### config.mk
export PLATFORM = sky130hd
export DESIGN_NAME = slab_object_allocator_with_frame_gc
export DESIGN_NICKNAME = d
export VERILOG_FILES = /design/src/hdl/sloa_pkg.sv /design/src/hdl/sloa_slot_ram.sv /design/src/hdl/sloa_word_unit.sv /design/src/hdl/slab_object_allocator_with_frame_gc.sv
export SDC_FILE = /design/constraint.sdc
export NUM_CORES = 2
export LEC_CHECK = 0
export ABC_CLOCK_PERIOD_IN_PS = 8960
export BUFFER_PORTS_ARGS = -buffer_cell sky130_fd_sc_hd__buf_2
export CAP_MARGIN = 0
export CORE_ASPECT_RATIO = 0.75
export CORE_MARGIN = 2
export CORE_UTILIZATION = 45
export DETAILED_ROUTE_END_ITERATION = 8
export SYNTH_ARGS = -nofsm -noshare
export SYNTH_HDL_FRONTEND = slang
export SYNTH_SLANG_ARGS = --single-unit
### constraint.sdc
create_clock -name aclk -period 8.96 [get_ports aclk]
set_input_delay 0.448 -clock aclk [delete_from_list [all_inputs] [get_ports aclk]]
set_output_delay 0.448 -clock aclk [all_outputs]
set_load 0.1 [all_outputs]
### src/hdl/sloa_pkg.sv
// Shared types and constants for the slab allocator with frame collection.
package sloa_pkg;

    // Widths of the item fields
    localparam int OP_W     = 3;
    localparam int INDEX_W  = 12;
    localparam int COUNT_W  = 13;
    localparam int STATUS_W = 2;
    localparam int CTL_W    = 16;

    // Control word layout
    localparam int CTL_MARK_BIT  = 15;
    localparam int CTL_ALLOC_BIT = 14;
    localparam logic [CTL_W-1:0]   CTL_MARK  = 16'h8000;
    localparam logic [CTL_W-1:0]   CTL_ALLOC = 16'h4000;
    localparam logic [COUNT_W-1:0] CTL_FRAME = 13'h1fff;
    localparam logic [CTL_W-1:0]   LIST_END  = 16'hffff & ~CTL_ALLOC;

    // Slot count after reset
    localparam logic [COUNT_W-1:0] OBJ_RESET = 13'd64;

    typedef enum logic [OP_W-1:0] {
        OP_ALLOC       = 3'd0,
        OP_FREE        = 3'd1,
        OP_BEGIN_MARK  = 3'd2,
        OP_MARK        = 3'd3,
        OP_ABORT_MARK  = 3'd4,
        OP_SWEEP       = 3'd5,
        OP_SWEEP_POP   = 3'd6,
        OP_PUSH_FRAME  = 3'd7
    } op_t;

    typedef enum logic [STATUS_W-1:0] {
        ST_OK        = 2'd0,
        ST_NO_SLOT   = 2'd1,
        ST_NOT_ALLOC = 2'd2
    } status_t;

    typedef struct packed {
        op_t                operation;
        logic [INDEX_W-1:0] target_index;
    } in_item_t;

    typedef struct packed {
        logic [STATUS_W-1:0] status;
        logic [INDEX_W-1:0]  granted_index;
        logic                newly_marked;
        logic [COUNT_W-1:0]  freed_count;
    } out_item_t;

    // Operations of the control word unit
    typedef enum logic [2:0] {
        WU_NOP         = 3'd0,
        WU_ALLOC       = 3'd1,
        WU_FREE        = 3'd2,
        WU_MARK        = 3'd3,
        WU_SWEEP       = 3'd4,
        WU_SWEEP_MERGE = 3'd5
    } wu_op_t;

    typedef struct packed {
        logic             wr_en;
        logic [CTL_W-1:0] wr_word;
        logic             newly_marked;
        logic             released;
    } wu_res_t;

endpackage

### src/hdl/sloa_slot_ram.sv
// Control word store: one write port, one registered read port.
module sloa_slot_ram #(
    parameter int DEPTH = 64,
    parameter int AW    = 6
) (
    input  logic                       aclk,
    input  logic                       we,
    input  logic [AW-1:0]              waddr,
    input  logic [sloa_pkg::CTL_W-1:0] wdata,
    input  logic [AW-1:0]              raddr,
    output logic [sloa_pkg::CTL_W-1:0] rdata
);

    logic [sloa_pkg::CTL_W-1:0] mem [DEPTH];
    logic [sloa_pkg::CTL_W-1:0] rdata_reg;

    // Write port
    always_ff @(posedge aclk) begin
        if (we) begin
            mem[waddr] <= wdata;
        end
    end

    // Registered read port
    always_ff @(posedge aclk) begin
        rdata_reg <= mem[raddr];
    end

    assign rdata = rdata_reg;

endmodule

### src/hdl/sloa_word_unit.sv
// Shared control word unit: decides the new word for alloc, free, mark and sweep.
module sloa_word_unit (
    input  logic [sloa_pkg::CTL_W-1:0]   word_in,
    input  sloa_pkg::wu_op_t             op,
    input  logic                         pol,
    input  logic [sloa_pkg::COUNT_W-1:0] frame,
    input  logic [sloa_pkg::CTL_W-1:0]   link_word,
    output sloa_pkg::wu_res_t            res
);

    logic                         is_alloc;
    logic                         unmarked;
    logic                         in_frame;
    logic [sloa_pkg::COUNT_W-1:0] frame_dec;

    assign is_alloc  = word_in[sloa_pkg::CTL_ALLOC_BIT];
    assign unmarked  = word_in[sloa_pkg::CTL_MARK_BIT] != pol;
    assign in_frame  = (word_in[sloa_pkg::COUNT_W-1:0] == frame);
    assign frame_dec = (frame - 13'd1) & sloa_pkg::CTL_FRAME;

    always_comb begin
        res = '0;
        unique case (op)
            sloa_pkg::WU_ALLOC: begin
                res.wr_en   = 1'b1;
                res.wr_word = {pol, 1'b1, 1'b0, frame};
            end
            sloa_pkg::WU_FREE: begin
                if (is_alloc) begin
                    res.wr_en    = 1'b1;
                    res.wr_word  = link_word;
                    res.released = 1'b1;
                end
            end
            sloa_pkg::WU_MARK: begin
                if (is_alloc && unmarked) begin
                    res.wr_en        = 1'b1;
                    res.wr_word      = word_in ^ sloa_pkg::CTL_MARK;
                    res.newly_marked = 1'b1;
                end
            end
            sloa_pkg::WU_SWEEP, sloa_pkg::WU_SWEEP_MERGE: begin
                // unmarked current-frame objects go back on the free list, other unmarked
                // ones get their mark toggled, marked current-frame ones drop a frame on merge
                if (is_alloc) begin
                    if (unmarked && in_frame) begin
                        res.wr_en    = 1'b1;
                        res.wr_word  = link_word;
                        res.released = 1'b1;
                    end else if (unmarked) begin
                        res.wr_en   = 1'b1;
                        res.wr_word = word_in ^ sloa_pkg::CTL_MARK;
                    end else if (in_frame && op == sloa_pkg::WU_SWEEP_MERGE) begin
                        res.wr_en   = 1'b1;
                        res.wr_word = {pol, 1'b1, 1'b0, frame_dec};
                    end
                end
            end
            default: begin
                res = '0;
            end
        endcase
    end

endmodule

### src/hdl/slab_object_allocator_with_frame_gc.sv
// Slab object allocator with mark polarity, frames and sweep sequencer.
//
// Usage: one operation beat enters on s_valid/s_ready (operation, target_index)
// and exactly one result beat leaves on m_valid/m_ready (status, granted_index,
// newly_marked, freed_count). One operation is worked on at a time; s_ready is
// low while it is in progress.
// Path from accept to result on m_valid: S_DECODE and S_RESP for begin mark,
// abort mark, push frame, alloc from an untouched slot, out-of-range free and
// mark, alloc with no slot left and a sweep with nothing to do; S_DECODE, S_RMW
// and S_RESP for alloc from the free list, free and mark (read-modify-write
// over the control store); S_DECODE, S_SWEEP and S_RESP for a sweep that walks
// the effective slots, one control word per cycle going to the shared word unit.
// s_ready returns when the result register is loaded, in the same cycle as m_valid.
// The result sits in an output register: the next operation is accepted while
// it waits, and only the following result stalls if m_ready stays low.
// Reset (aresetn low, synchronous) and every cfg write start a clearing pass over
// all SLOTS words that zeroes the control store; s_ready stays low during it.
// cfg_ready is always high; a cfg write sets the slot count and empties the slab.
module slab_object_allocator_with_frame_gc #(
    parameter int SLOTS = 64
) (
    input  logic                         aclk,
    input  logic                         aresetn,
    input  logic                         s_valid,
    output logic                         s_ready,
    input  sloa_pkg::in_item_t           s_data,
    output logic                         m_valid,
    input  logic                         m_ready,
    output sloa_pkg::out_item_t          m_data,
    input  logic                         cfg_valid,
    output logic                         cfg_ready,
    input  logic [sloa_pkg::COUNT_W-1:0] cfg_wdata
);

    localparam int IDX_W = (SLOTS > 1) ? $clog2(SLOTS) : 1;
    localparam int CW    = sloa_pkg::COUNT_W;

    typedef enum logic [5:0] {
        S_CLEAR  = 6'b000001,
        S_IDLE   = 6'b000010,
        S_DECODE = 6'b000100,
        S_RMW    = 6'b001000,
        S_SWEEP  = 6'b010000,
        S_RESP   = 6'b100000
    } fsm_t;

    // Clamp the configured slot count to 1..SLOTS
    function automatic logic [CW-1:0] slot_limit(input logic [CW-1:0] v);
        logic [CW-1:0] r;
        r = v;
        if (v == '0) r = 13'd1;
        if (v > CW'(SLOTS)) r = CW'(SLOTS);
        return r;
    endfunction

    fsm_t                          state_reg, state_next;
    sloa_pkg::op_t                 op_reg, op_next;
    logic [sloa_pkg::INDEX_W-1:0]  idx_reg, idx_next;
    logic [CW-1:0]                 obj_reg, obj_next;
    logic                          head_vld_reg, head_vld_next;
    logic [IDX_W-1:0]              head_idx_reg, head_idx_next;
    logic [CW-1:0]                 avail_reg, avail_next;
    logic                          pol_reg, pol_next;
    logic [CW-1:0]                 frame_reg, frame_next;
    logic                          swept_reg, swept_next;
    logic [IDX_W-1:0]              clr_cnt_reg, clr_cnt_next;
    logic [IDX_W-1:0]              sw_cnt_reg, sw_cnt_next;
    logic                          sw_issue_reg, sw_issue_next;
    logic                          sw_pv_reg, sw_pv_next;
    logic [IDX_W-1:0]              sw_paddr_reg, sw_paddr_next;
    logic [CW-1:0]                 freed_reg, freed_next;
    sloa_pkg::out_item_t           res_reg, res_next;
    logic                          m_valid_reg, m_valid_next;
    sloa_pkg::out_item_t           m_data_reg, m_data_next;

    logic                          mem_we;
    logic [IDX_W-1:0]              mem_waddr;
    logic [sloa_pkg::CTL_W-1:0]    mem_wdata;
    logic [IDX_W-1:0]              mem_raddr;
    logic [sloa_pkg::CTL_W-1:0]    mem_rdata;

    sloa_pkg::wu_op_t              wu_op;
    sloa_pkg::wu_res_t             wu_res;
    logic [sloa_pkg::CTL_W-1:0]    link_word;

    logic [CW-1:0]                 n_eff;
    logic [CW:0]                   fresh_diff;
    logic                          fresh_oob;
    logic                          idx_oob;
    logic [IDX_W-1:0]              idx_lo;

    assign n_eff      = slot_limit(obj_reg);
    assign fresh_diff = {1'b0, n_eff} - {1'b0, avail_reg};
    assign fresh_oob  = fresh_diff >= (CW+1)'(SLOTS);
    assign idx_oob    = {1'b0, idx_reg} >= n_eff;
    assign idx_lo     = idx_reg[IDX_W-1:0];
    assign link_word  = head_vld_reg ? sloa_pkg::CTL_W'(head_idx_reg) : sloa_pkg::LIST_END;

    assign s_ready   = (state_reg == S_IDLE);
    assign cfg_ready = 1'b1;
    assign m_valid   = m_valid_reg;
    assign m_data    = m_data_reg;

    sloa_slot_ram #(
        .DEPTH (SLOTS),
        .AW    (IDX_W)
    ) u_ram (
        .aclk  (aclk),
        .we    (mem_we),
        .waddr (mem_waddr),
        .wdata (mem_wdata),
        .raddr (mem_raddr),
        .rdata (mem_rdata)
    );

    sloa_word_unit u_word (
        .word_in   (mem_rdata),
        .op        (wu_op),
        .pol       (pol_reg),
        .frame     (frame_reg),
        .link_word (link_word),
        .res       (wu_res)
    );

    // Sequencer
    always_comb begin
        state_next    = state_reg;
        op_next       = op_reg;
        idx_next      = idx_reg;
        obj_next      = obj_reg;
        head_vld_next = head_vld_reg;
        head_idx_next = head_idx_reg;
        avail_next    = avail_reg;
        pol_next      = pol_reg;
        frame_next    = frame_reg;
        swept_next    = swept_reg;
        clr_cnt_next  = clr_cnt_reg;
        sw_cnt_next   = sw_cnt_reg;
        sw_issue_next = sw_issue_reg;
        sw_pv_next    = sw_pv_reg;
        sw_paddr_next = sw_paddr_reg;
        freed_next    = freed_reg;
        res_next      = res_reg;
        m_data_next   = m_data_reg;
        m_valid_next  = m_valid_reg;
        mem_we        = 1'b0;
        mem_waddr     = sw_paddr_reg;
        mem_wdata     = wu_res.wr_word;
        mem_raddr     = sw_cnt_reg;
        wu_op         = sloa_pkg::WU_NOP;

        // output register drains independently
        if (m_ready) begin
            m_valid_next = 1'b0;
        end

        unique case (state_reg)
            S_CLEAR: begin
                mem_we    = 1'b1;
                mem_waddr = clr_cnt_reg;
                mem_wdata = '0;
                if (clr_cnt_reg == IDX_W'(SLOTS - 1)) begin
                    state_next = S_IDLE;
                end else begin
                    clr_cnt_next = clr_cnt_reg + 1'b1;
                end
            end
            S_IDLE: begin
                if (s_valid) begin
                    op_next    = s_data.operation;
                    idx_next   = s_data.target_index;
                    state_next = S_DECODE;
                end
            end
            S_DECODE: begin
                res_next   = '0;
                state_next = S_RESP;
                unique case (op_reg)
                    sloa_pkg::OP_ALLOC: begin
                        if (avail_reg == '0) begin
                            res_next.status = sloa_pkg::ST_NO_SLOT;
                        end else if (head_vld_reg) begin
                            mem_raddr  = head_idx_reg;
                            state_next = S_RMW;
                        end else if (fresh_oob) begin
                            res_next.status = sloa_pkg::ST_NO_SLOT;
                        end else begin
                            // hand out the next untouched slot
                            wu_op     = sloa_pkg::WU_ALLOC;
                            mem_we    = 1'b1;
                            mem_waddr = fresh_diff[IDX_W-1:0];
                            avail_next = avail_reg - 1'b1;
                            res_next.granted_index =
                                sloa_pkg::INDEX_W'(fresh_diff[IDX_W-1:0]);
                        end
                    end
                    sloa_pkg::OP_FREE: begin
                        if (idx_oob) begin
                            res_next.status = sloa_pkg::ST_NOT_ALLOC;
                        end else begin
                            mem_raddr  = idx_lo;
                            state_next = S_RMW;
                        end
                    end
                    sloa_pkg::OP_BEGIN_MARK, sloa_pkg::OP_ABORT_MARK: begin
                        pol_next = ~pol_reg;
                    end
                    sloa_pkg::OP_MARK: begin
                        if (!idx_oob) begin
                            mem_raddr  = idx_lo;
                            state_next = S_RMW;
                        end
                    end
                    sloa_pkg::OP_SWEEP, sloa_pkg::OP_SWEEP_POP: begin
                        if (avail_reg >= n_eff || swept_reg == pol_reg) begin
                            if (op_reg == sloa_pkg::OP_SWEEP_POP) begin
                                frame_next = (frame_reg - 1'b1) & sloa_pkg::CTL_FRAME;
                            end
                        end else begin
                            swept_next    = pol_reg;
                            sw_cnt_next   = IDX_W'(n_eff - 1'b1);
                            sw_issue_next = 1'b1;
                            sw_pv_next    = 1'b0;
                            freed_next    = '0;
                            state_next    = S_SWEEP;
                        end
                    end
                    sloa_pkg::OP_PUSH_FRAME: begin
                        frame_next = (frame_reg + 1'b1) & sloa_pkg::CTL_FRAME;
                    end
                    default: begin
                        state_next = S_RESP;
                    end
                endcase
            end
            S_RMW: begin
                state_next = S_RESP;
                case (op_reg)
                    sloa_pkg::OP_ALLOC: begin
                        // pop the free-list head, follow its link
                        wu_op      = sloa_pkg::WU_ALLOC;
                        mem_we     = 1'b1;
                        mem_waddr  = head_idx_reg;
                        avail_next = avail_reg - 1'b1;
                        res_next.granted_index = sloa_pkg::INDEX_W'(head_idx_reg);
                        if (mem_rdata < sloa_pkg::CTL_W'(SLOTS)) begin
                            head_vld_next = 1'b1;
                            head_idx_next = mem_rdata[IDX_W-1:0];
                        end else begin
                            head_vld_next = 1'b0;
                        end
                    end
                    sloa_pkg::OP_FREE: begin
                        wu_op     = sloa_pkg::WU_FREE;
                        mem_we    = wu_res.wr_en;
                        mem_waddr = idx_lo;
                        if (wu_res.released) begin
                            head_vld_next = 1'b1;
                            head_idx_next = idx_lo;
                            avail_next    = avail_reg + 1'b1;
                        end else begin
                            res_next.status = sloa_pkg::ST_NOT_ALLOC;
                        end
                    end
                    sloa_pkg::OP_MARK: begin
                        wu_op     = sloa_pkg::WU_MARK;
                        mem_we    = wu_res.wr_en;
                        mem_waddr = idx_lo;
                        res_next.newly_marked = wu_res.newly_marked;
                    end
                    default: begin
                        wu_op = sloa_pkg::WU_NOP;
                    end
                endcase
            end
            S_SWEEP: begin
                // read slot k while the word of slot k+1 is processed
                wu_op = (op_reg == sloa_pkg::OP_SWEEP_POP) ? sloa_pkg::WU_SWEEP_MERGE
                                                          : sloa_pkg::WU_SWEEP;
                mem_raddr  = sw_cnt_reg;
                sw_pv_next = sw_issue_reg;
                if (sw_issue_reg) begin
                    sw_paddr_next = sw_cnt_reg;
                    if (sw_cnt_reg == '0) begin
                        sw_issue_next = 1'b0;
                    end else begin
                        sw_cnt_next = sw_cnt_reg - 1'b1;
                    end
                end
                if (sw_pv_reg) begin
                    mem_we    = wu_res.wr_en;
                    mem_waddr = sw_paddr_reg;
                    if (wu_res.released) begin
                        head_vld_next = 1'b1;
                        head_idx_next = sw_paddr_reg;
                        avail_next    = avail_reg + 1'b1;
                        freed_next    = freed_reg + 1'b1;
                    end
                end
                if (!sw_issue_reg && !sw_pv_reg) begin
                    res_next.freed_count = freed_reg;
                    if (op_reg == sloa_pkg::OP_SWEEP_POP) begin
                        frame_next = (frame_reg - 1'b1) & sloa_pkg::CTL_FRAME;
                    end
                    state_next = S_RESP;
                end
            end
            S_RESP: begin
                if (!m_valid_reg || m_ready) begin
                    m_data_next  = res_reg;
                    m_valid_next = 1'b1;
                    state_next   = S_IDLE;
                end
            end
            default: begin
                state_next = S_CLEAR;
            end
        endcase

        // register write empties the slab and restarts the clearing pass
        if (cfg_valid) begin
            obj_next      = cfg_wdata;
            head_vld_next = 1'b0;
            avail_next    = slot_limit(cfg_wdata);
            swept_next    = 1'b0;
            clr_cnt_next  = '0;
            state_next    = S_CLEAR;
        end
    end

    // Control state
    always_ff @(posedge aclk) begin
        if (!aresetn) begin
            state_reg    <= S_CLEAR;
            obj_reg      <= sloa_pkg::OBJ_RESET;
            head_vld_reg <= 1'b0;
            avail_reg    <= slot_limit(sloa_pkg::OBJ_RESET);
            pol_reg      <= 1'b0;
            frame_reg    <= '0;
            swept_reg    <= 1'b0;
            clr_cnt_reg  <= '0;
            sw_issue_reg <= 1'b0;
            sw_pv_reg    <= 1'b0;
            m_valid_reg  <= 1'b0;
        end else begin
            state_reg    <= state_next;
            obj_reg      <= obj_next;
            head_vld_reg <= head_vld_next;
            avail_reg    <= avail_next;
            pol_reg      <= pol_next;
            frame_reg    <= frame_next;
            swept_reg    <= swept_next;
            clr_cnt_reg  <= clr_cnt_next;
            sw_issue_reg <= sw_issue_next;
            sw_pv_reg    <= sw_pv_next;
            m_valid_reg  <= m_valid_next;
        end
    end

    // Payload registers
    always_ff @(posedge aclk) begin
        op_reg       <= op_next;
        idx_reg      <= idx_next;
        head_idx_reg <= head_idx_next;
        sw_cnt_reg   <= sw_cnt_next;
        sw_paddr_reg <= sw_paddr_next;
        freed_reg    <= freed_next;
        res_reg      <= res_next;
        m_data_reg   <= m_data_next;
    end

`ifndef SYNTH
    // an accepted beat always takes the block busy
    a_busy_after_accept: assert property (@(posedge aclk) disable iff (!aresetn)
        (s_valid && s_ready) |=> !s_ready)
        else $error("s_ready still high after accept");

    // the control store is never written while waiting for an operation
    a_no_write_idle: assert property (@(posedge aclk) disable iff (!aresetn)
        (state_reg == S_IDLE) |-> !mem_we)
        else $error("control store written while idle");

    // a result beat appears only out of the response state
    a_result_from_resp: assert property (@(posedge aclk) disable iff (!aresetn)
        $rose(m_valid) |-> $past(state_reg == S_RESP))
        else $error("result beat without response state");

    // a running sweep has already recorded the current polarity
    a_sweep_flag: assert property (@(posedge aclk) disable iff (!aresetn)
        (state_reg == S_SWEEP) |-> (swept_reg == pol_reg))
        else $error("sweep running with stale sweep flag");

    // the freed count never passes the slot count during a sweep
    a_freed_bound: assert property (@(posedge aclk) disable iff (!aresetn)
        (state_reg == S_SWEEP) |-> (freed_reg <= n_eff))
        else $error("sweep freed more slots than exist");
`endif

endmodule

==> flow_metrics.env <==
export IMPL_status="complete, no violations"
export IMPL_antenna_left=0
export IMPL_rows=105
export IMPL_clockBufferDepth=3
export IMPL_crit_fanout=21
export IMPL_post_cts_buffers=0
export IMPL_ys_ff_latch=1187
export IMPL_globalRouteMet2Util=0.3496
export IMPL_layout_worst_path_cycle_share=0.8054
export IMPL_critPathCaptureType="register"
export IMPL_critPathLaunch="obj_reg[8]$_SDFFE_PN0P_"
export IMPL_timing_final_crit_period_ns=7.216
export IMPL_setup_viol=0
export IMPL_antenna_found_initial=4
export IMPL_top_usage_layer="met1"
export IMPL_path_clk_slew_ns=0.07
export IMPL_hold_viol_final=0
export IMPL_cts_sinks=1187
export IMPL_clk_latency_ns=0.76
export IMPL_grt_max_degree=115
export IMPL_drt_initial_drc_count=3789
export IMPL_ys_flop_type="edfxtp_1"
export IMPL_syn2layout_area_growth_pct=13.80
export IMPL_use_met1=0.3646
export IMPL_start_util=0.4547
export IMPL_yosysSeqAreaShare=0.6999
export IMPL_wirelength_mm=138.0
export IMPL_seqCellArea_um2=34910
export IMPL_nFillCells=9249
export IMPL_port_buffers=56
export IMPL_drt_pass1_iterations=6
export IMPL_dp_hpwl_mm=84.23
export IMPL_grt_first_pass_wirelength_mm=203.4
export IMPL_cts_resized=0
export IMPL_maxSlewHeadroom=0.1128
export IMPL_synth_area_leaders="edfxtp_1, nand2_1, dfxtp_1, nand3_1, mux2i_1"
export IMPL_cts_tree="built"
export IMPL_start_kind="register"
export IMPL_layout_nets=4126
export IMPL_grt_usage=0.2398
export IMPL_crit_arrival_ns=7.55
export IMPL_synthArstFlopShare=0
export IMPL_min_path_type="in -> reg"
export IMPL_final_common_cell="edfxtp_1"
export IMPL_grt_ovfl_total=0
export IMPL_synth_cell_types=80
export IMPL_synth_edf_count=1114
export IMPL_ioPinCount=64
export IMPL_hold_buffers=28
export IMPL_fin_util=0.5175
export IMPL_drc=0
export IMPL_hp_start="aresetn"
export IMPL_syn_inst=3958
export IMPL_fp_dieW_um=388.5
export IMPL_synth_area_um2=49890
export IMPL_setup_tns_ns=0
export IMPL_drv_slew=0
export IMPL_core_um2=109700
export IMPL_largest_register_ffs=1024
export IMPL_avgSynthCellArea_um2=12.60
export IMPL_rsz0062_at_grt="false"
export IMPL_vias=32860
export IMPL_leakagePower_nw=19.71
export IMPL_first_global_vias=30570
export IMPL_yosys_area_top_type="edfxtp_1"
export IMPL_diodes=0
export IMPL_drive_gt1_frac=0.1147
export IMPL_synthDominantCellAreaShare=0.6706
export IMPL_die_height_um=292.3
export IMPL_routedWlPerCell_um=24.64
export IMPL_dieArea_um2=113600
export IMPL_routabilityCongestion=0.9701
export IMPL_r2r_start="obj_reg[8]$_SDFFE_PN0P_"
export IMPL_fmax_mhz=138.6
export IMPL_drv_cap=0
export IMPL_crit_type="reg -> reg"
export IMPL_cts_buffers=112
export IMPL_worst_slew_pin_slew_ns=1.326
export IMPL_root_buffer="clkbuf_16"
export IMPL_power_density_nw_per_um2=196.1
export IMPL_vdd_drop_max_mv=0.2279
export IMPL_use_met3=0.05200
export IMPL_layout_common_cells="edfxtp_1, nand2_1, nand3_1, mux2i_1, buf_4"
export IMPL_ys_warn_count=0
export IMPL_htreeDepth=3
export IMPL_reg2reg_setup_slack_ns=1.74
export IMPL_vias_per_cell=5.867
export IMPL_critPathRequiredTime_ns=9.30
export IMPL_multiInputGateArea_um2=14320
export IMPL_finalClockSkew_ns=0.06367
## path summary, 6_finish.rpt
check | endpoint | cells after the start
max | u_ram.mem[32][9]$_DFFE_PP_ | 20
min | obj_reg[6]$_SDFFE_PN1P_ | 2
max reg2reg | u_ram.mem[32][9]$_DFFE_PP_ | 20
min reg2reg | m_data[10]$_DFFE_PP_ | 0
## cell usage after synthesis (4+ instances only)
library cell,count
edfxtp_1,1114
nand2_1,907
nand3_1,275
clkbuf_1,144
mux2i_1,133
nor2_1,125
a21oi_1,120
and3_1,109
a31oi_1,103
o21ai_0,90
nor4_1,78
dfxtp_1,73
a32oi_1,66
buf_2,66
nor3_1,65
xnor2_1,48
inv_1,42
ha_1,32
a211oi_1,25
or4_1,25
and2_1,22
o221ai_1,22
o22ai_1,21
buf_1,19
xor2_1,19
nand2b_1,18
nand4_1,18
a2111oi_0,17
buf_4,15
a21o_1,9
o21a_1,9
o31ai_1,9
o211ai_1,8
or3_1,8
nor2b_1,7
o21ai_1,7
a221o_1,6
buf_6,5
o221a_2,5
a22oi_1,4
a32o_1,4
nor3b_1,4
or2_2,4
## per-layer routing
| metal | routed length, µm | vias up |
|---|---|---|
| li1 | - | 14980 |
| met5 | 0 | - |
| met2 | 60050 | 1436 |
| met4 | 2872 | 0 |
| met1 | 62000 | 16270 |
| met3 | 13110 | 178 |
## cell families after synthesis
kind of cell | synth area share
flops | 0.6999
xor+xnor | 0.01176
simple gates | 0.1522
buf+inv | 0.02566
compound gates | 0.07522
other cells | 0.0001505
fa+ha+maj | 0.008427
mux | 0.02669
## critical path, stage by stage (launching register included)
cell and delay (ns):
dfxtp_1 0.31, or4_1 0.53, nor4_1 0.25, buf_4 0.21, inv_1 0.09, nor2_1 0.19
inv_1 0.08, ha_1 0.22, fa_1 0.44, nand2b_1 0.17, a21oi_1 0.26, nor3_1 0.11
o21ai_0 0.21, xor2_1 0.13, or4_1 0.69, o21ai_1 0.19, buf_4 0.24, a21boi_0 0.19
or3b_2 0.89, buf_4 0.37, nor3_2 1.02
## power breakdown
part           total [mW]  leakage [nW]  internal [mW]  switching [mW]
clock network        4.99          1.87           2.88            2.11
registers            5.99          10.9           5.99         0.00671
logic               0.144          6.92         0.0496          0.0941
total                11.1          19.7           8.92            2.21
## area by class of cell
type | count | share of cell area
Multi-Input combinational cell | 2493 | 0.2522
Clock inverter | 71 | 0.01497
Sequential cell | 1187 | 0.6150
Tap cell | 1444 | 0.03183
Timing Repair Buffer | 221 | 0.02998
Clock buffer | 140 | 0.05303
Inverter | 45 | 0.002975
## through the flow
stage	hold WS [ns]	std cells	total power, mW	instance area [µm²]	setup slack, ns
6_report	0.08408	5601	11.13	56770	1.744
5_1_grt	0.06333	5601	11.41	56770	1.399
4_1_cts	0.03771	5601	11.20	56770	1.815
3_5_place_dp	0.4102	5362	6.243	52630	1.846
3_3_place_gp	0.4047	5362	6.242	52630	1.871
2_1_floorplan	0.4003	3974	6.198	49950	1.082
Power figures use the tool's default switching activity.
